## src/hw/rtl/cfpg_pkg.sv

```systemverilog
// cfpg_pkg: shared types, register codes and defaults for the color fade pixel generator.
// No dependencies; imported by every module of the block.
package cfpg_pkg;

  localparam int DEF_COORD_BITS    = 12;
  localparam int DEF_FRACTION_BITS = 16;
  localparam int DIM_BITS          = 13;
  localparam int COLOR_BITS        = 32;
  localparam int CHAN_BITS         = 8;
  localparam int NUM_CHAN          = 4;
  localparam int CFG_IDX_BITS      = 3;

  localparam logic [DIM_BITS-1:0]   RST_FRAME_WIDTH  = 13'd640;
  localparam logic [DIM_BITS-1:0]   RST_FRAME_HEIGHT = 13'd480;
  localparam logic [COLOR_BITS-1:0] RST_START_COLOR  = 32'h0000_0000;
  localparam logic [COLOR_BITS-1:0] RST_END_COLOR    = 32'hFFFF_FFFF;

  typedef enum logic [CFG_IDX_BITS-1:0] {
    CFG_FRAME_WIDTH  = 3'd0,
    CFG_FRAME_HEIGHT = 3'd1,
    CFG_START_COLOR  = 3'd2,
    CFG_END_COLOR    = 3'd3,
    CFG_FADE_MODE    = 3'd4
  } cfg_idx_t;

  typedef enum logic [1:0] {
    MODE_HORIZ  = 2'd0,
    MODE_VERT   = 2'd1,
    MODE_RADIAL = 2'd2,
    MODE_NONE   = 2'd3
  } fade_mode_t;

  // travels with each word down the pipeline
  typedef struct packed {
    logic valid;
    logic sat;
  } ctl_t;

endpackage

```

## src/hw/rtl/cfpg_blend.sv

```systemverilog
// cfpg_blend: per-channel mix end + (start - end) * factor, rounded; multiply stage then
// add stage, whose register is the output register. Depends on cfpg_pkg.
module cfpg_blend import cfpg_pkg::*; #(
  parameter int FRACTION_BITS = DEF_FRACTION_BITS
) (
  input  logic                   clk,
  input  logic                   rst_n,
  input  logic                   en,
  input  logic                   in_valid,
  input  logic [FRACTION_BITS:0] factor,
  input  logic [COLOR_BITS-1:0]  start_color,
  input  logic [COLOR_BITS-1:0]  end_color,
  output logic                   out_valid,
  output logic [CHAN_BITS-1:0]   chan [NUM_CHAN]
);

  localparam int F  = FRACTION_BITS;
  localparam int AW = F + CHAN_BITS + 3;
  localparam logic signed [AW-1:0] HALF = AW'(1) << (F-1);

  logic                        vm_r, vo_r;
  logic signed [AW-1:0]        prod_r [NUM_CHAN];
  logic        [CHAN_BITS-1:0] chan_r [NUM_CHAN];

  always_ff @(posedge clk) begin
    if (!rst_n) begin
      vm_r <= 1'b0;
      vo_r <= 1'b0;
    end else if (en) begin
      vm_r <= in_valid;
      vo_r <= vm_r;
    end
  end

  for (genvar c = 0; c < NUM_CHAN; c++) begin : g_chan
    logic        [CHAN_BITS-1:0] s_c, e_c;
    logic signed [CHAN_BITS:0]   diff;
    logic signed [AW-1:0]        base, acc;

    // red sits in the top byte
    assign s_c  = start_color[COLOR_BITS-1-CHAN_BITS*c -: CHAN_BITS];
    assign e_c  = end_color[COLOR_BITS-1-CHAN_BITS*c -: CHAN_BITS];
    assign diff = $signed({1'b0, s_c}) - $signed({1'b0, e_c});
    assign base = $signed({{(AW-CHAN_BITS-F){1'b0}}, e_c, {F{1'b0}}});
    assign acc  = base + prod_r[c] + HALF;

    always_ff @(posedge clk) begin
      if (en) begin
        prod_r[c] <= diff * $signed({1'b0, factor});
        chan_r[c] <= acc[F+CHAN_BITS-1:F];
      end
    end

    assign chan[c] = chan_r[c];
  end

  assign out_valid = vo_r;

endmodule

```

## config.mk

```make
export PLATFORM = sky130hd
export DESIGN_NAME = cfpg_blend
export DESIGN_NICKNAME = d
export VERILOG_FILES = /design/src/hw/rtl/cfpg_pkg.sv /design/src/hw/rtl/cfpg_blend.sv
export SDC_FILE = /design/constraint.sdc
export NUM_CORES = 1
export LEC_CHECK = 0
export BUFFER_PORTS_ARGS = -buffer_cell sky130_fd_sc_hd__buf_2
export CELL_PAD_IN_SITES_DETAIL_PLACEMENT = 1
export CELL_PAD_IN_SITES_GLOBAL_PLACEMENT = 2
export CORE_ASPECT_RATIO = 1.4
export CORE_MARGIN = 2
export CORE_UTILIZATION = 38
export CTS_CLUSTER_SIZE = 28
export DETAILED_ROUTE_END_ITERATION = 8
export PLACE_DENSITY_LB_ADDON = 0.25
export REMOVE_ABC_BUFFERS = 1
export SLEW_MARGIN = 5
export SYNTH_ARGS = -nofsm -noshare
export SYNTH_HDL_FRONTEND = slang
export SYNTH_SLANG_ARGS = --single-unit
```

## constraint.sdc

```tcl
create_clock -name clk -period 8.2 [get_ports clk]
set_clock_uncertainty 0.2 [all_clocks]
set_input_delay 1.64 -clock clk [delete_from_list [all_inputs] [get_ports clk]]
set_output_delay 1.64 -clock clk [all_outputs]
set_load 0.005 [all_outputs]
```

* Yosys cells after proc, flatten, opt, wreduce, memory -nomap -nowiden
Memory sizes are Yosys's and may differ from the RTL's.
Index checks and enable logic that the tools add are counted.
** Storage, ports and cells
- Bits in registers :: 2
- Latch bits :: 0
- Bits in writable memories :: 140
- Bits in read-only memories :: 0
- Output and inout port bits :: 33
- Memories :: 2
** Memories
- prod_r :: words 4, bits a word 27, read ports 4, clocked after memory_dff 0, write ports 4, line cfpg_blend.sv:22 : logic signed [AW-1:0] prod_r [NUM_CHAN];
- chan_r :: words 4, bits a word 8, read ports 4, clocked after memory_dff 0, write ports 4, line cfpg_blend.sv:23 : logic [CHAN_BITS-1:0] chan_r [NUM_CHAN];
** Operators by class
- $add $sub $neg :: 12
- Multipliers :: 4
- Divide/modulo/power cells :: 0
- Magnitude comparators :: 0
- Equal/unequal tests :: 0
- Shift operators :: 0
- Multiplexer cells :: 2
- Bitwise gates (word level) :: 0
- Reduce and logical (&&, ||, !) cells :: 0
** Operator list (count)
- $mul A9 B18 Y27 :: 4
- $add A24 B17 Y24 const B :: 4
- $add A24 B24 Y24 :: 4
- $sub A8 B8 Y9 :: 4
- $mux W1 :: 2

* Logic depth before layout (Yosys ltp)
An unclocked memory read counts as a cell.
- Depth in word-level cells :: 3
- Gate-level depth with buffers :: 28

* Worst setup path before layout
Ideal clock, no wire load.
- Path type :: input to register
- From :: input start_color[0]
- To :: memory prod_r[3][22] (netlist bit), data pin
- Arrival :: 7.723 ns
- Path slack :: 0.008 ns
- Cell stages on the path :: 27
- Cells stage by stage :: inv_1 > ha_1 > fa_1 > nand2b_1 > a21boi_0 > o211ai_1 > and3b_1 > xnor2_1 > clkbuf_1 > nand2_1 > fa_1 > fa_1 > inv_1 > fa_1 > fa_1 > inv_1 > fa_1 > inv_1 > ha_1 > a211oi_1 > o21ai_0 > o31ai_1 > a21boi_1 > o21a_1 > nor4_1 > o31ai_1 > xor2_1
** RTL lines
- from (decl) :: line cfpg_blend.sv:11 : input logic [COLOR_BITS-1:0] start_color,
- to (decl) :: line cfpg_blend.sv:22

==> flow_metrics.py <==
metrics = {
    "run_status": {
        "outcome": "complete, no violations",
    },
    "clock_tree": {
        "cts_setup_buffers": 0,
        "h-tree-depth": 3,
        "clock-root-buffer": "sky130_fd_sc_hd__clkbuf_16",
        "cts_inserted_buffers": 9,
        "clkSinkCount": 70,
        "postCtsResizedCells": 0,
        "tritoncts_clock_tree": "yes",
        "cts.reportedPaths.clkPinSlew_ps": 60,
        "hold_buffers": 0,
        "worstSkewPairLatency_ps": 390,
        "cts.path.max_buffers": 2,
    },
    "timing": {
        "final_min_period_over_clock_period_pct": 96.4,
        "final.setup.tns_ps": 0,
        "tightest_slew_ps": 1010,
        "hold_slack_ps": 315,
        "rsz_0062_raised_after_global_routing": "yes",
        "max_slew_margin_pct": 32.7,
        "slew_violations": 0,
        "report.final.hold_viol_count": 0,
        "timing.fmax_ghz": 0.127,
        "period_minus_slack_ps": 7900,
        "report.final.setup_viol": 0,
    },
    "critical_path": {
        "cp.arrival_ps": 7850,
        "critical_r2r_launch": "prod_r[2][17]",
        "crit_path_end_kind": "register",
        "crit_path_start": "start_color[8]",
        "timing.critical_path.fanout_max": 2,
        "required_ps": 8150,
        "critPathLaunchType": "input pin",
        "crit_type": "input pin to register",
    },
    "grt": {
        "grt_antenna_before_repair": 2,
        "grt_util_met3_pct": 2.33,
        "gr-max-usage-layer": "met2",
        "track_usage_pct": 22.2,
        "global_route.usage.met2_pct": 42.6,
        "grt-ovfl-total": 0,
        "met1_usage_pct": 26.0,
        "via_count_of_the_first_global_routing_pass": 19100,
        "maximum_number_of_pins_on_one_net_before_global_route_repair": 64,
        "global_route_wire_length_before_repair_um": 101000,
    },
    "finish": {
        "filler_cell_count": 6658,
        "area_growth_syn_to_layout_pct": 11.9,
        "antenna-diode-count": 0,
        "layout.cells.non_filler": 3177,
        "drive_above_1_share_pct": 12.4,
        "finish.net_count": 3211,
    },
    "routing": {
        "route.detailed.vias_per_inst": 4.98,
        "routed_wire_length_per_instance_um": 19.4,
        "firstDrtPassIters": 4,
        "totalWireLength_um": 61700,
        "first_iter_violations": 416,
        "ant_nets": 0,
        "remaining_drc_errors": 0,
        "routed-via-count": 15800,
    },
    "die": {
        "core-area_sq_um": 57300,
        "std_cell_rows": 104,
        "io_pins": 118,
        "dieArea_sq_um": 59600,
        "die_height_um": 288,
        "die_wd_um": 207,
        "start_util_pct": 38.2,
    },
    "logic_synthesis": {
        "synth.lib_cells_used.distinct": 52,
        "synth-main-ff-cell": "sky130_fd_sc_hd__edfxtp_1",
        "syn-cell-area_sq_um": 21900,
        "fraction_of_the_yosys_area_taken_by_sequential_cells_pct": 9.51,
        "postSynthRegisterBits": 70,
        "synth_enable_flop_cells": 68,
        "postSynthCellCount": 2260,
        "synthesis.area_per_instance_sq_um": 9.69,
        "synthArstFlopShare_pct": 0,
        "ys.warnings.count": 0,
    },
    "job": {
        "timing.max_cap.violations": 0,
    },
    "place": {
        "io_buffers": 117,
        "dpl.hpwl_um": 50500,
        "place_congestion": 0.842,
        "place.detailed.instances": 3161,
    },
    "worst_hold_path": {
        "hold_start": "out_valid",
        "hold_class": "register to register",
    },
}
==> cell families after synthesis <==
group	after synthesis	share of synthesized area, %
buffers and inverters	468	8.03
AND/OR/NAND/NOR	763	19.2
AO/OA/AOI/OAI	152	4.34
flip-flops	70	9.51
XOR/XNOR	105	4.20
adder cells (fa/ha/maj)	696	54.4
multiplexers	6	0.274
==> synthesized netlist by cell type, drive strengths merged (36+ instances only) <==
library cell | n | share of area (%)
o21ai | 36 | 0.87
xnor2 | 79 | 3.2
nor2 | 88 | 1.5
nand2 | 143 | 2.5
nand2b | 134 | 3.8
and2 | 297 | 8.5
fa | 428 | 39
a21oi | 53 | 1.2
inv | 375 | 6.4
clkbuf | 92 | 1.6
edfxtp | 68 | 9.3
ha | 268 | 15
==> state kept, by name (all words and copies together), names as in the netlist <==
name       flops
vm_r           1
prod_r        36
out_valid      1
chan_r        32
==> stage by stage <==
stage	util, %	area, sq um	setup WS (ps)
after floorplan	-	21500	-45.7
after global placement	42.1	24100	-243
after detailed placement	42.1	24100	-335
after CTS	42.7	24400	75.4
after global routing	42.8	24500	-33.0
final	42.8	24500	299
==> layer usage <==
metal / vias up / routed length, um
met3: 55 / 1440
li1: 7280 / -
met5: - / 0
met1: 8313 / 24700
met2: 184 / 34200
met4: 0 / 1350
==> layout by cell type, fill, tap and decap left out, types with 5 or more instances in the layout <==
| cell type | count |
|---|---|
| sky130_fd_sc_hd__buf_2 | 116 |
| sky130_fd_sc_hd__nor3_1 | 22 |
| sky130_fd_sc_hd__nand2_1 | 143 |
| sky130_fd_sc_hd__and2_1 | 297 |
| sky130_fd_sc_hd__a21o_1 | 12 |
| sky130_fd_sc_hd__ha_1 | 268 |
| sky130_fd_sc_hd__nor2_1 | 87 |
| sky130_fd_sc_hd__xor2_1 | 25 |
| sky130_fd_sc_hd__a211oi_1 | 5 |
| sky130_fd_sc_hd__nor2b_1 | 19 |
| sky130_fd_sc_hd__mux2i_1 | 6 |
| sky130_fd_sc_hd__or2_2 | 19 |
| sky130_fd_sc_hd__buf_4 | 134 |
| sky130_fd_sc_hd__inv_1 | 375 |
| sky130_fd_sc_hd__o21a_1 | 5 |
| sky130_fd_sc_hd__o21ai_0 | 29 |
| sky130_fd_sc_hd__fa_1 | 428 |
| sky130_fd_sc_hd__a21boi_0 | 8 |
| sky130_fd_sc_hd__clkbuf_16 | 9 |
| sky130_fd_sc_hd__nand3_1 | 8 |
| sky130_fd_sc_hd__xnor2_1 | 76 |
| sky130_fd_sc_hd__a21oi_1 | 51 |
| sky130_fd_sc_hd__o21ai_1 | 6 |
| sky130_fd_sc_hd__o211ai_1 | 8 |
| sky130_fd_sc_hd__o21bai_1 | 6 |
| sky130_fd_sc_hd__nand2b_1 | 134 |
| sky130_fd_sc_hd__edfxtp_1 | 68 |
| sky130_fd_sc_hd__and3_1 | 7 |
==> layout make-up <==
| class | instances | area [sq um] | area share (%) |
|---|---|---|---|
| Clock inverter | 4 | 95.1 | 0.388 |
| Sequential cell | 70 | 2080 | 8.50 |
| Clock buffer | 12 | 236 | 0.965 |
| Multi-Input combinational cell | 1722 | 18100 | 74.0 |
| Tap cell | 742 | 928 | 3.79 |
| Timing Repair Buffer | 252 | 1630 | 6.64 |
| Inverter | 375 | 1410 | 5.75 |
==> path summary, 6_finish.rpt <==
kind,endpoint,slack [ps],depth (start not counted)
worst min-delay path,out_valid,320,2
worst max-delay path,prod_r[2][22],300,27
worst min register to register,out_valid,320,2
worst max register to register,chan_r[2][7],5710,9
==> critical path, cell delays in order <==
cell and delay [ps]:
sky130_fd_sc_hd__buf_2 80, sky130_fd_sc_hd__inv_1 50, sky130_fd_sc_hd__ha_1 210, sky130_fd_sc_hd__fa_1 380, sky130_fd_sc_hd__nand2b_1 170, sky130_fd_sc_hd__a21boi_2 180, sky130_fd_sc_hd__o211ai_1 120, sky130_fd_sc_hd__and3b_1 220
sky130_fd_sc_hd__xnor2_2 170, sky130_fd_sc_hd__nand2_1 90, sky130_fd_sc_hd__fa_1 500, sky130_fd_sc_hd__fa_1 560, sky130_fd_sc_hd__inv_1 60, sky130_fd_sc_hd__fa_1 500, sky130_fd_sc_hd__fa_1 550, sky130_fd_sc_hd__inv_1 60
sky130_fd_sc_hd__fa_1 520, sky130_fd_sc_hd__inv_1 50, sky130_fd_sc_hd__ha_1 290, sky130_fd_sc_hd__and4b_1 200, sky130_fd_sc_hd__a31o_2 270, sky130_fd_sc_hd__o211ai_1 250, sky130_fd_sc_hd__a41oi_2 190, sky130_fd_sc_hd__o21ai_1 170
sky130_fd_sc_hd__nand2b_1 110, sky130_fd_sc_hd__a21oi_2 160, sky130_fd_sc_hd__xnor2_1 70
Power is left out: the tool's default activity adds up to more than one toggle a clock period on the data nets, which glitch-free logic cannot reach.
