File: src/hw/rtl/cfpg_pkg.sv
// cfpg_pkg: shared types, register codes and defaults for the color fade pixel generator.
// No dependencies; imported by every module of the block.
package cfpg_pkg;

  localparam int DEF_COORD_BITS    = 12;
  localparam int DEF_FRACTION_BITS = 16;
  localparam int DIM_BITS          = 13;
  localparam int COLOR_BITS        = 32;
  localparam int CHAN_BITS         = 8;
  localparam int NUM_CHAN          = 4;
  localparam int CFG_IDX_BITS      = 3;

  localparam logic [DIM_BITS-1:0]   RST_FRAME_WIDTH  = 13'd640;
  localparam logic [DIM_BITS-1:0]   RST_FRAME_HEIGHT = 13'd480;
  localparam logic [COLOR_BITS-1:0] RST_START_COLOR  = 32'h0000_0000;
  localparam logic [COLOR_BITS-1:0] RST_END_COLOR    = 32'hFFFF_FFFF;

  typedef enum logic [CFG_IDX_BITS-1:0] {
    CFG_FRAME_WIDTH  = 3'd0,
    CFG_FRAME_HEIGHT = 3'd1,
    CFG_START_COLOR  = 3'd2,
    CFG_END_COLOR    = 3'd3,
    CFG_FADE_MODE    = 3'd4
  } cfg_idx_t;

  typedef enum logic [1:0] {
    MODE_HORIZ  = 2'd0,
    MODE_VERT   = 2'd1,
    MODE_RADIAL = 2'd2,
    MODE_NONE   = 2'd3
  } fade_mode_t;

  // travels with each word down the pipeline
  typedef struct packed {
    logic valid;
    logic sat;
  } ctl_t;

endpackage

File: src/hw/rtl/cfpg_front.sv
// cfpg_front: three stages that turn a coordinate into divider operands (offsets, squares,
// saturation). Depends on cfpg_pkg.
module cfpg_front import cfpg_pkg::*; #(
  parameter int COORD_BITS = DEF_COORD_BITS
) (
  input  logic                                  clk,
  input  logic                                  rst_n,
  input  logic                                  en,
  input  logic                                  in_valid,
  input  logic [COORD_BITS-1:0]                 pixel_x,
  input  logic [COORD_BITS-1:0]                 pixel_y,
  input  logic [DIM_BITS-1:0]                   frame_width,
  input  logic [DIM_BITS-1:0]                   frame_height,
  input  fade_mode_t                            fade_mode,
  output ctl_t                                  out_ctl,
  output logic [2*((COORD_BITS+1 > DIM_BITS) ? COORD_BITS+1 : DIM_BITS)-1:0] num_x,
  output logic [2*((COORD_BITS+1 > DIM_BITS) ? COORD_BITS+1 : DIM_BITS)-1:0] num_y,
  output logic [2*((COORD_BITS+1 > DIM_BITS) ? COORD_BITS+1 : DIM_BITS)-1:0] den_x,
  output logic [2*((COORD_BITS+1 > DIM_BITS) ? COORD_BITS+1 : DIM_BITS)-1:0] den_y
);

  localparam int DW = (COORD_BITS+1 > DIM_BITS) ? COORD_BITS+1 : DIM_BITS;
  localparam int RW = 2*DW;
  localparam int HB = DIM_BITS-1;

  // frame-derived divisors, follow the registers every cycle
  logic [DIM_BITS-1:0] wm1, hm1;
  logic [HB-1:0]       half_w, half_h;
  logic [2*HB-1:0]     sq_w, sq_h;
  logic [RW-1:0]       rad_w, rad_h;
  logic [RW-1:0]       den_x_r, den_y_r;

  assign wm1    = frame_width - 1'b1;
  assign hm1    = frame_height - 1'b1;
  assign half_w = frame_width[DIM_BITS-1:1];
  assign half_h = frame_height[DIM_BITS-1:1];
  assign sq_w   = half_w * half_w;
  assign sq_h   = half_h * half_h;
  assign rad_w  = RW'({sq_w, 2'b00});
  assign rad_h  = RW'({sq_h, 2'b00});

  always_ff @(posedge clk) begin
    case (fade_mode)
      MODE_HORIZ:  den_x_r <= {{(RW-DIM_BITS){1'b0}}, wm1};
      MODE_VERT:   den_x_r <= {{(RW-DIM_BITS){1'b0}}, hm1};
      MODE_RADIAL: den_x_r <= rad_w;
      default:     den_x_r <= {{(RW-1){1'b0}}, 1'b1};
    endcase
    den_y_r <= (fade_mode == MODE_RADIAL) ? rad_h : {{(RW-1){1'b0}}, 1'b1};
  end

  assign den_x = den_x_r;
  assign den_y = den_y_r;

  // stage 1: distance of twice the coordinate from the frame size
  logic [DW:0]           twice_x, twice_y, size_w, size_h, diff_x, diff_y;
  logic                  v1_r;
  logic [COORD_BITS-1:0] x1_r, y1_r;
  logic [DW-1:0]         dx1_r, dy1_r;

  assign twice_x = {{(DW-COORD_BITS){1'b0}}, pixel_x, 1'b0};
  assign twice_y = {{(DW-COORD_BITS){1'b0}}, pixel_y, 1'b0};
  assign size_w  = {{(DW+1-DIM_BITS){1'b0}}, frame_width};
  assign size_h  = {{(DW+1-DIM_BITS){1'b0}}, frame_height};
  assign diff_x  = (twice_x >= size_w) ? (twice_x - size_w) : (size_w - twice_x);
  assign diff_y  = (twice_y >= size_h) ? (twice_y - size_h) : (size_h - twice_y);

  always_ff @(posedge clk) begin
    if (!rst_n) begin
      v1_r <= 1'b0;
    end else if (en) begin
      v1_r <= in_valid;
    end
  end

  always_ff @(posedge clk) begin
    if (en) begin
      x1_r  <= pixel_x;
      y1_r  <= pixel_y;
      dx1_r <= diff_x[DW-1:0];
      dy1_r <= diff_y[DW-1:0];
    end
  end

  // stage 2: squares
  logic                  v2_r;
  logic [COORD_BITS-1:0] x2_r, y2_r;
  logic [RW-1:0]         ddx2_r, ddy2_r;

  always_ff @(posedge clk) begin
    if (!rst_n) begin
      v2_r <= 1'b0;
    end else if (en) begin
      v2_r <= v1_r;
    end
  end

  always_ff @(posedge clk) begin
    if (en) begin
      x2_r   <= x1_r;
      y2_r   <= y1_r;
      ddx2_r <= dx1_r * dx1_r;
      ddy2_r <= dy1_r * dy1_r;
    end
  end

  // stage 3: saturation and numerators
  logic [DW-1:0] x_ext, y_ext, wm1_ext, hm1_ext;
  logic [RW-1:0] nx, ny;
  logic          sat, sat_x, sat_y;
  ctl_t          ctl_r;
  logic [RW-1:0] num_x_r, num_y_r;

  assign x_ext   = {{(DW-COORD_BITS){1'b0}}, x2_r};
  assign y_ext   = {{(DW-COORD_BITS){1'b0}}, y2_r};
  assign wm1_ext = {{(DW-DIM_BITS){1'b0}}, wm1};
  assign hm1_ext = {{(DW-DIM_BITS){1'b0}}, hm1};

  always_comb begin
    sat_x = 1'b0;
    sat_y = 1'b0;
    sat   = 1'b0;
    nx    = '0;
    ny    = '0;
    case (fade_mode)
      MODE_HORIZ: begin
        sat = (frame_width < 13'd2) || (x_ext >= wm1_ext);
        nx  = sat ? '0 : {{(RW-DW){1'b0}}, x_ext};
      end
      MODE_VERT: begin
        sat = (frame_height < 13'd2) || (y_ext >= hm1_ext);
        nx  = sat ? '0 : {{(RW-DW){1'b0}}, y_ext};
      end
      MODE_RADIAL: begin
        sat_x = (half_w == '0) || (ddx2_r >= den_x_r);
        sat_y = (half_h == '0) || (ddy2_r >= den_y_r);
        sat   = sat_x || sat_y;
        nx    = sat_x ? '0 : ddx2_r;
        ny    = sat_y ? '0 : ddy2_r;
      end
      default: begin
        sat = 1'b0;
      end
    endcase
  end

  always_ff @(posedge clk) begin
    if (!rst_n) begin
      ctl_r.valid <= 1'b0;
    end else if (en) begin
      ctl_r.valid <= v2_r;
    end
  end

  always_ff @(posedge clk) begin
    if (en) begin
      ctl_r.sat <= sat;
      num_x_r   <= nx;
      num_y_r   <= ny;
    end
  end

  assign out_ctl = ctl_r;
  assign num_x   = num_x_r;
  assign num_y   = num_y_r;

endmodule

File: config.mk
export PLATFORM = sky130hd
export DESIGN_NAME = cfpg_front
export DESIGN_NICKNAME = d
export VERILOG_FILES = /design/src/hw/rtl/cfpg_pkg.sv /design/src/hw/rtl/cfpg_front.sv
export SDC_FILE = /design/constraint.sdc
export NUM_CORES = 1
export LEC_CHECK = 0
export ABC_CLOCK_PERIOD_IN_PS = 6400
export BUFFER_PORTS_ARGS = -buffer_cell sky130_fd_sc_hd__buf_4
export CAP_MARGIN = 30
export CORE_MARGIN = 10
export CORE_UTILIZATION = 30
export DETAILED_ROUTE_END_ITERATION = 7
export REMOVE_ABC_BUFFERS = 1
export SLEW_MARGIN = 20
export SYNTH_ARGS = -nofsm -noshare
export SYNTH_HDL_FRONTEND = slang
export SYNTH_SLANG_ARGS = --single-unit
File: constraint.sdc
create_clock -name clk -period 6.4 [get_ports clk]
set_input_delay 0 -clock clk [delete_from_list [all_inputs] [get_ports clk]]
set_output_delay 0 -clock clk [all_outputs]
set_load 0.1 [all_outputs]
[Word-level counts from Yosys, hierarchy flattened]
Index checks and enable logic that the tools add are counted.
Widths: inputs -> output; s select.
Operators by class
  add/sub/neg operators: 6
  multipliers: 4
  divide/modulo/power cells: 0
  $lt $le $gt $ge: 8
  eq/ne operators: 2
  shift-type cells: 0
  multiplexer cells: 8
  bitwise operators: 1
  reduce and logical (&&, ||, !) cells: 9
Operator list (number)
  $pmux 26 s3: 2
  $ge 26x26->1: 2
  $mul 13x13->26: 2
  $sub 13x13->13: 4
  $mul 12x12->24: 2
  $ge 12x13->1: 2
  $ge 13x13->1: 2
  $lt 13x2->1 const B: 2
  $mux 13: 2
  $mux 26: 1
  $sub 13x1->13 const B: 2
  $logic_not 12->1: 2
  $mux 12: 2
  $logic_or 1x1->1: 5
  $pmux 1 s3: 1
  $eq 2x1->1 const B: 1
  $eq 2x2->1 const B: 1
  $logic_not 2->1: 1
  $reduce_or 2->1: 1
  $not 1->1: 1
Storage, ports and cells
  register bits: 233
  bits in latches: 0
  RAM bits: 0
  bits in read-only memories: 0
  input port bits: 56
  output and inout bits: 106
  memories kept: 0

[Longest topological paths before layout]
Gate-level depths: netlist (run 1).
  depth after elaboration: 5
  mapped depth: 23
  gate-level depth less buffers: 22

[Worst setup path after synthesis (run 1)]
OpenSTA, ideal clock, no wires.
  kind: flip-flop to flip-flop
  start: reg dy1_r[6]
  end: reg ddy2_r[22], data pin
  setup time: 0.260 ns
  arrival time: 5.241 ns
  path slack: 0.900 ns
  stages on the path, launching flop included: 23
  buffers on the path: 1
  period minus slack after synthesis: 5.500 ns
  path through: edfxtp_1 > clkbuf_1 > inv_1 > nor2_1 > inv_1 > fa_1 > inv_1 > fa_1 > inv_1 > fa_1 > inv_1 > fa_1 > inv_1 > fa_1 > inv_1 > ha_1 > and3_1 > and2_1 > a22oi_1 > a41oi_1 > nor3_1 > or3_1 > xnor2_1
Between the ends
  cells in the longest elaborated chain, start to end: 1
Ends and longest elaborated chain
  start: declaration: RTL line cfpg_front.sv:59  | logic [DW-1:0] dx1_r, dy1_r;
  start signal: assignment: RTL line cfpg_front.sv:81  | dy1_r <= diff_y[DW-1:0];
  $mul 13x13->26: RTL line cfpg_front.sv:103  | ddy2_r <= dy1_r * dy1_r;
  end signal: assignment: RTL line cfpg_front.sv:103
  end: declaration: RTL line cfpg_front.sv:88  | logic [RW-1:0] ddx2_r, ddy2_r;
No other way between the ends.
A chain may end at the register's enable or synchronous reset.

[Final worst setup path (run 1)]
  start: reg dy1_r[3]
  end: reg ddy2_r[22], data pin
Same word-level chain as after synthesis.

==> results of run 1 <==
## worst max-delay path by stage
stage                         from  slack, ns         end  cells past startpoint
after floorplan           dy1_r[6]       1.01  ddy2_r[22]                     21
after global placement    dy1_r[3]       0.53  ddy2_r[22]                     19
after detailed placement  dx1_r[3]       0.42  ddx2_r[22]                     20
after CTS                 dx1_r[3]       0.42  ddx2_r[22]                     20
after global routing      dy1_r[6]      0.004  ddy2_r[22]                     21
final                     dy1_r[3]       0.45  ddy2_r[22]                     19
## cells by family (layout without fill, tap and decap cells)
group	count (synthesis)	count (layout)	synth area share
buffers and inverters	826	1019	0.1104
flip-flops	229	229	0.2224
multiplexers	30	30	0.01087
other	1	3	0.0001314
AND/OR/NAND/NOR	676	676	0.1141
XOR/XNOR	132	132	0.04077
adder cells (fa/ha/maj)	726	726	0.4125
AO/OA/AOI/OAI	378	378	0.08883
## cells in the mapped netlist, drive strengths merged, types with 39 or more instances
cell	count
ha	368
dfxtp	53
fa	358
xor2	39
nand2	191
and2	95
o21ai	58
clkbuf	59
a21oi	108
nor2	199
a21o	46
inv	731
edfxtp	176
xnor2	93
## placed cells by master (no fill, tap or decap), drive strengths merged, types with 6 or more instances in the layout
cell / instances
nor3b: 14
nor3: 38
or2: 15
dlygate4sd3: 41
and3: 12
buf: 186
a211oi: 26
xnor2: 93
nand4: 20
o211ai: 7
xor2: 39
nor4: 9
a221o: 17
clkinv: 17
nor2b: 28
fa: 358
and2: 95
a221oi: 6
inv: 733
nand3: 25
a211o: 6
mux2: 8
nand2b: 13
o21bai: 18
a21o: 46
edfxtp: 176
nand2: 191
and4: 6
o21ai: 58
clkbuf: 37
a31oi: 16
mux2i: 22
ha: 368
nor2: 199
o21a: 24
a21oi: 108
dfxtp: 53
## layer usage
metal  routed length (um)  up-vias
li1                     -     9878
met1                36100     9938
met2                33850      563
met3                 5354       97
met4                 1473        8
met5                   46        -
## final cells by class
type | count | share of cell area
Multi-Input combinational cell | 1945 | 0.5847
Sequential cell | 229 | 0.1948
Inverter | 743 | 0.08560
Timing Repair Buffer | 228 | 0.05626
Tap cell | 1265 | 0.04858
Clock buffer | 36 | 0.02531
Clock inverter | 12 | 0.004839
## flip-flops by register name, summed over array words and instances, names as in the netlist, 13 cells and up
signal,cells
num_x,26
dy1_r,13
num_y,25
den_x,26
ddy2_r,25
dx1_r,13
ddx2_r,25
den_y,24
## metrics by stage
step,cell area [um^2],hold slack (ns),setup WS (ns)
6_report,32580,0.04178,0.4494
5_1_grt,32580,0.04322,0.003862
4_1_cts,32560,0.003508,0.4177
3_5_place_dp,31170,0.2110,0.4243
3_3_place_gp,31170,0.2098,0.5284
2_1_floorplan,28180,0.07153,1.014
## worst max-delay path, delay by kind of cell (launching register included)
kind / cells / cell delay [ns]
flip-flops: 1 / 0.59
buffers and inverters: 5 / 0.28
adder cells (fa/ha/maj): 6 / 2.89
XOR/XNOR: 1 / 0.14
AO/OA/AOI/OAI: 3 / 0.91
AND/OR/NAND/NOR: 4 / 0.89
## timing repair
action                                  in CTS  in global routing
endpoints found under the setup margin       0                  2
hold endpoints to repair                    81                  0
setup buffers                                0                  2
hold buffers                                41                  0
gates resized for setup                      0                  1
==> impl_metrics.yaml, run 1 <==
run_status:
  status: "finished clean"
routing:
  drcViolationCount: 0
  drt_wl_total_um: 76830
  firstDrtPassIters: 5
  vias: 20480
  drtIter0Drc: 1219
  ant_nets: 0
  viasPerCell: 4.595
  wire_per_inst_um: 17.23
grt:
  grt_use_total: 0.1433
  top_usage_layer: "met2"
  first_global_vias: 21350
  grtUsageMet1: 0.2037
  grt_max_degree: 143
  grt.met3_usage: 0.02830
  grt_use_met2: 0.2249
  grt_pass1_wl_um: 123200
  antenna_found_initial: 4
  gr-total-overflow: 0
critical_path:
  cp_slowest_cell: "edfxtp_1"
  critPathMaxFanout: 13
  regToRegStartpoint: "dy1_r[3]"
  critPathKind: "reg2reg"
  rrSetupSlack_ns: 0.45
  cpPeakStageDelay_ns: 0.59
  cp.arrival_ns: 6.26
  path_cells: "nand2_1 -> inv_1 -> fa_1 -> inv_1 -> fa_1 -> inv_1 -> fa_1 -> fa_1 -> inv_1 -> fa_1 -> inv_1 -> ha_1 -> o21ai_0 -> o21ai_0 -> nand3_1 -> a41oi_1 -> nor3_1 -> or3_1 -> xnor2_1"
  start_kind: "flop"
  worstRegToRegCells: 19
  critical_path.endpoint_type: "flop"
  r2r_end: "ddy2_r[22]"
  required_ns: 6.71
timing:
  fmax_mhz: 168.1
  tightestPinTransition_ns: 0.9629
  setup_viol: 0
  fin_crit_sh: 0.9298
  period_needed_ns: 5.951
  slew_viol_final: 0
  max_slew_margin: 0.3581
  final_hold_viol_count: 0
  rsz0062_at_grt: "false"
  setup_tns_ns: 0
  skew_ns: 0.02858
final_layout:
  nFillCells: 9765
  utilization: 0.3440
  stdcell_count: 4458
  multi_input_area_mm2: 0.01905
  syn_to_final_growth_pct: 14.17
  drive_gt1_frac: 0.08550
  nets: 3955
  seqCellArea_mm2: 0.006346
  antenna_cells: 0
floorplanning:
  fp.coreArea_mm2: 0.09473
  rows: 113
  pin_count: 162
  die_h_um: 328.4
  start_util: 0.3013
  die_x_um: 328.4
  die_area_mm2: 0.1079
synth:
  postSynthCellCount: 2998
  synthTopCellsByArea: "fa_1 (25%), edfxtp_1 (19%), ha_1 (16%)"
  synth.top_cell.area_share: 0.2511
  yosys_warnings: 0
  synthArstFlopShare: 0
  ys_seq_elements: 229
  synth.cell_area_mm2: 0.02854
  synth_edf_count: 176
  yosysSeqAreaShare: 0.2224
  synth_top_cell_by_area: "fa_1"
  syn-mean-instance-area_um2: 9.519
  synthDistinctLibCells: 77
  yosys_most_used_dff: "edfxtp_1"
clock_tree:
  htree_levels: 1
  clockBufferDepth: 3
  numCtsBuffers: 26
  insertion_delay_ns: 0.58
  cts_tree: "done"
  clk_pin_slew_ns: 0.07
  cts_root_buffer: "clkbuf_16"
  cts_sinks: 229
hold_path:
  hp-start: "frame_height[2]"
  hold_end: "den_x[2]"
  hold_depth: 3
  min_path_type: "in2reg"
placement:
  dp_hpwl_um: 63720
  place_congestion: 0.8976
  post-place-cells: 4366
  port_buffers: 158
flow_run:
  max_cap_viol_count: 0
Power of run 1 is left out: the tool's default activity adds up to more than one toggle a clock period on the data nets, which glitch-free logic cannot reach.
==> run 2, diff against run 1 <==
Settings changed: PLACE_DENSITY set to 0.51.
==> run 2 against run 1 <==
Non-clock buffer count increased by 1. Cell count is essentially flat. Cell area decreased by 0.34%. Count of clock-buffer cells in the layout decreased by 7. Maximum frequency fell by 0.64%. Sequential share of layout area rose by 0.066 points. Clock skew rose by 0.011 ns. Critical endpoint unchanged. Critical path depth rose by 2. Core utilization fell by 0.12 points. Worst setup slack worse by 0.038 ns.
==> impl_metrics.yaml, run 2 (same netlist as run 1, synthesis figures left out) <==
run_status:
  status: "finished clean"
floorplanning:
  die_h_um: 328.4
  fp.coreArea_mm2: 0.09473
  rows: 113
  pin_count: 162
  die_area_mm2: 0.1079
  die_x_um: 328.4
  start_util: 0.3013
placement:
  dp_hpwl_um: 65740
  place_congestion: 0.8495
  port_buffers: 158
routing:
  drt-met1-wl_um: 38190
  drcViolationCount: 0
  drt_wl_total_um: 79050
  wire_per_inst_um: 17.72
  firstDrtPassIters: 7
  drtIter0Drc: 1199
  ant_nets: 0
  top_layer: "met5"
  vias: 20370
  dr_wl_met2_um: 34810
  viasPerCell: 4.568
  dr_wl_met3_um: 4399
clock_tree:
  cts_root_buffer: "clkbuf_16"
  insertion_delay_ns: 0.57
  htree_levels: 1
  clk_pin_slew_ns: 0.07
  clockBufferDepth: 3
  cts_sinks: 229
  cts_setup_buffers: 0
  numCtsBuffers: 26
  cts_tree: "done"
flow_run:
  max_cap_viol_count: 0
critical_path:
  r2r_end: "ddy2_r[22]"
  start_kind: "flop"
  critPathMaxFanout: 12
  worstRegToRegCells: 21
  path_cells: "inv_1 -> nor2_1 -> inv_1 -> fa_1 -> inv_1 -> fa_1 -> inv_1 -> fa_1 -> inv_1 -> fa_1 -> inv_1 -> fa_1 -> inv_1 -> ha_1 -> and3_1 -> and2_1 -> a22oi_1 -> a41oi_1 -> nor3_1 -> or3_1 -> xnor2_1"
  cp_num_buf_inv: 7
  rrSetupSlack_ns: 0.41
  cp_slowest_cell: "edfxtp_1"
  critical_path.endpoint_type: "flop"
  critPathKind: "reg2reg"
  path_common_cell: "inv_1"
  cpPeakStageDelay_ns: 0.64
  regToRegStartpoint: "dy1_r[8]"
  crit_family: "adder cells"
  required_ns: 6.68
  cp.arrival_ns: 6.27
timing:
  fmax_mhz: 167.0
  rsz0062_at_grt: "false"
  fin_crit_sh: 0.9358
  slew_viol_final: 0
  setup_viol: 0
  skew_ns: 0.03916
  final_hold_viol_count: 0
  period_needed_ns: 5.989
  max_slew_margin: 0.3795
  tightestPinTransition_ns: 0.9264
  setup_tns_ns: 0
final_layout:
  final_common_cell: "inv_1"
  nets: 3956
  layout_common_cells: "inv_1 (729), ha_1 (368), fa_1 (358)"
  drive_gt1_frac: 0.08516
  syn_to_final_growth_pct: 13.78
grt:
  antenna_found_initial: 4
  grt_use_total: 0.1465
  grt_max_degree: 103
  first_global_vias: 21250
  grt_pass1_wl_um: 124800
  gr-total-overflow: 0
hold_path:
  hp-start: "frame_height[12]"
  min_path_type: "in2reg"
  hold_end: "den_y[25]"
  hold_depth: 4
[run 2: changes by cell type in the layout (fill, tap and decap cells not counted), moves of 3 or more]
cell           delta
clkbuf_8          -3
clkbuf_16         -5
clkinvlp_4        +3
dlygate4sd3_1     -3
buf_4             +5
clkinv_1          +4
[run 2: worst max path at each step]
stage | start | end | slack [ns] | cells past startpoint
global route | dy1_r[6] | ddy2_r[22] | 0.03 | 21
detailed placement | dx1_r[3] | ddx2_r[21] | 0.39 | 18
global placement | dy1_r[6] | ddy2_r[22] | 0.48 | 21
floorplan | dy1_r[6] | ddy2_r[22] | 1.01 | 21
finish | dy1_r[8] | ddy2_r[22] | 0.41 | 21
CTS | dx1_r[3] | ddx2_r[21] | 0.38 | 18
[run 2: worst min-delay path: cells and delay by family]
kind / cells / cell delay [ns]
buffers and inverters: 2 / 0.22
AOI/OAI and AO/OA: 1 / 0.21
muxes: 1 / 0.09
[run 2: layout make-up]
cell class / count / area, um^2
inverter: 743 / 2789
tap: 1265 / 1583
timing repair buffer: 229 / 1821
antenna: 1 / 2.502
sequential: 229 / 6346
clock inverter: 19 / 221.5
multi-input combinational: 1945 / 19050
fill: 9830 / 62260
clock buffer: 29 / 661.9
[run 2: stage by stage]
| stage | hold slack [ns] | instances | area (um^2) | util | worst slack [ns] |
|---|---|---|---|---|---|
| finish | 0.03882 | 4460 | 32470 | 0.3428 | 0.4111 |
| global route | 0.03017 | 4459 | 32470 | 0.3428 | 0.03425 |
| CTS | 0.001519 | 4459 | 32470 | 0.3428 | 0.3764 |
| detailed placement | 0.2052 | 4373 | 31210 | 0.3294 | 0.3937 |
| global placement | 0.2021 | 4372 | 31200 | 0.3293 | 0.4795 |
| floorplan | 0.07153 | 2917 | 28180 | - | 1.014 |
[run 2: routing by layer]
metal,track usage,up-vias
met2,0.2295,503
met5,0,-
li1,-,9881
met3,0.02319,91
met4,0.02893,6
met1,0.2112,9891
[run 2: timing repair]
| action | in CTS | in global routing |
|---|---|---|
| gates resized for setup | 0 | 0 |
| hold buffers | 38 | 0 |
| endpoints found under the setup margin | 0 | 0 |
| endpoints found under the hold margin | 44 | 0 |
Power of run 2 is left out for the same reason.
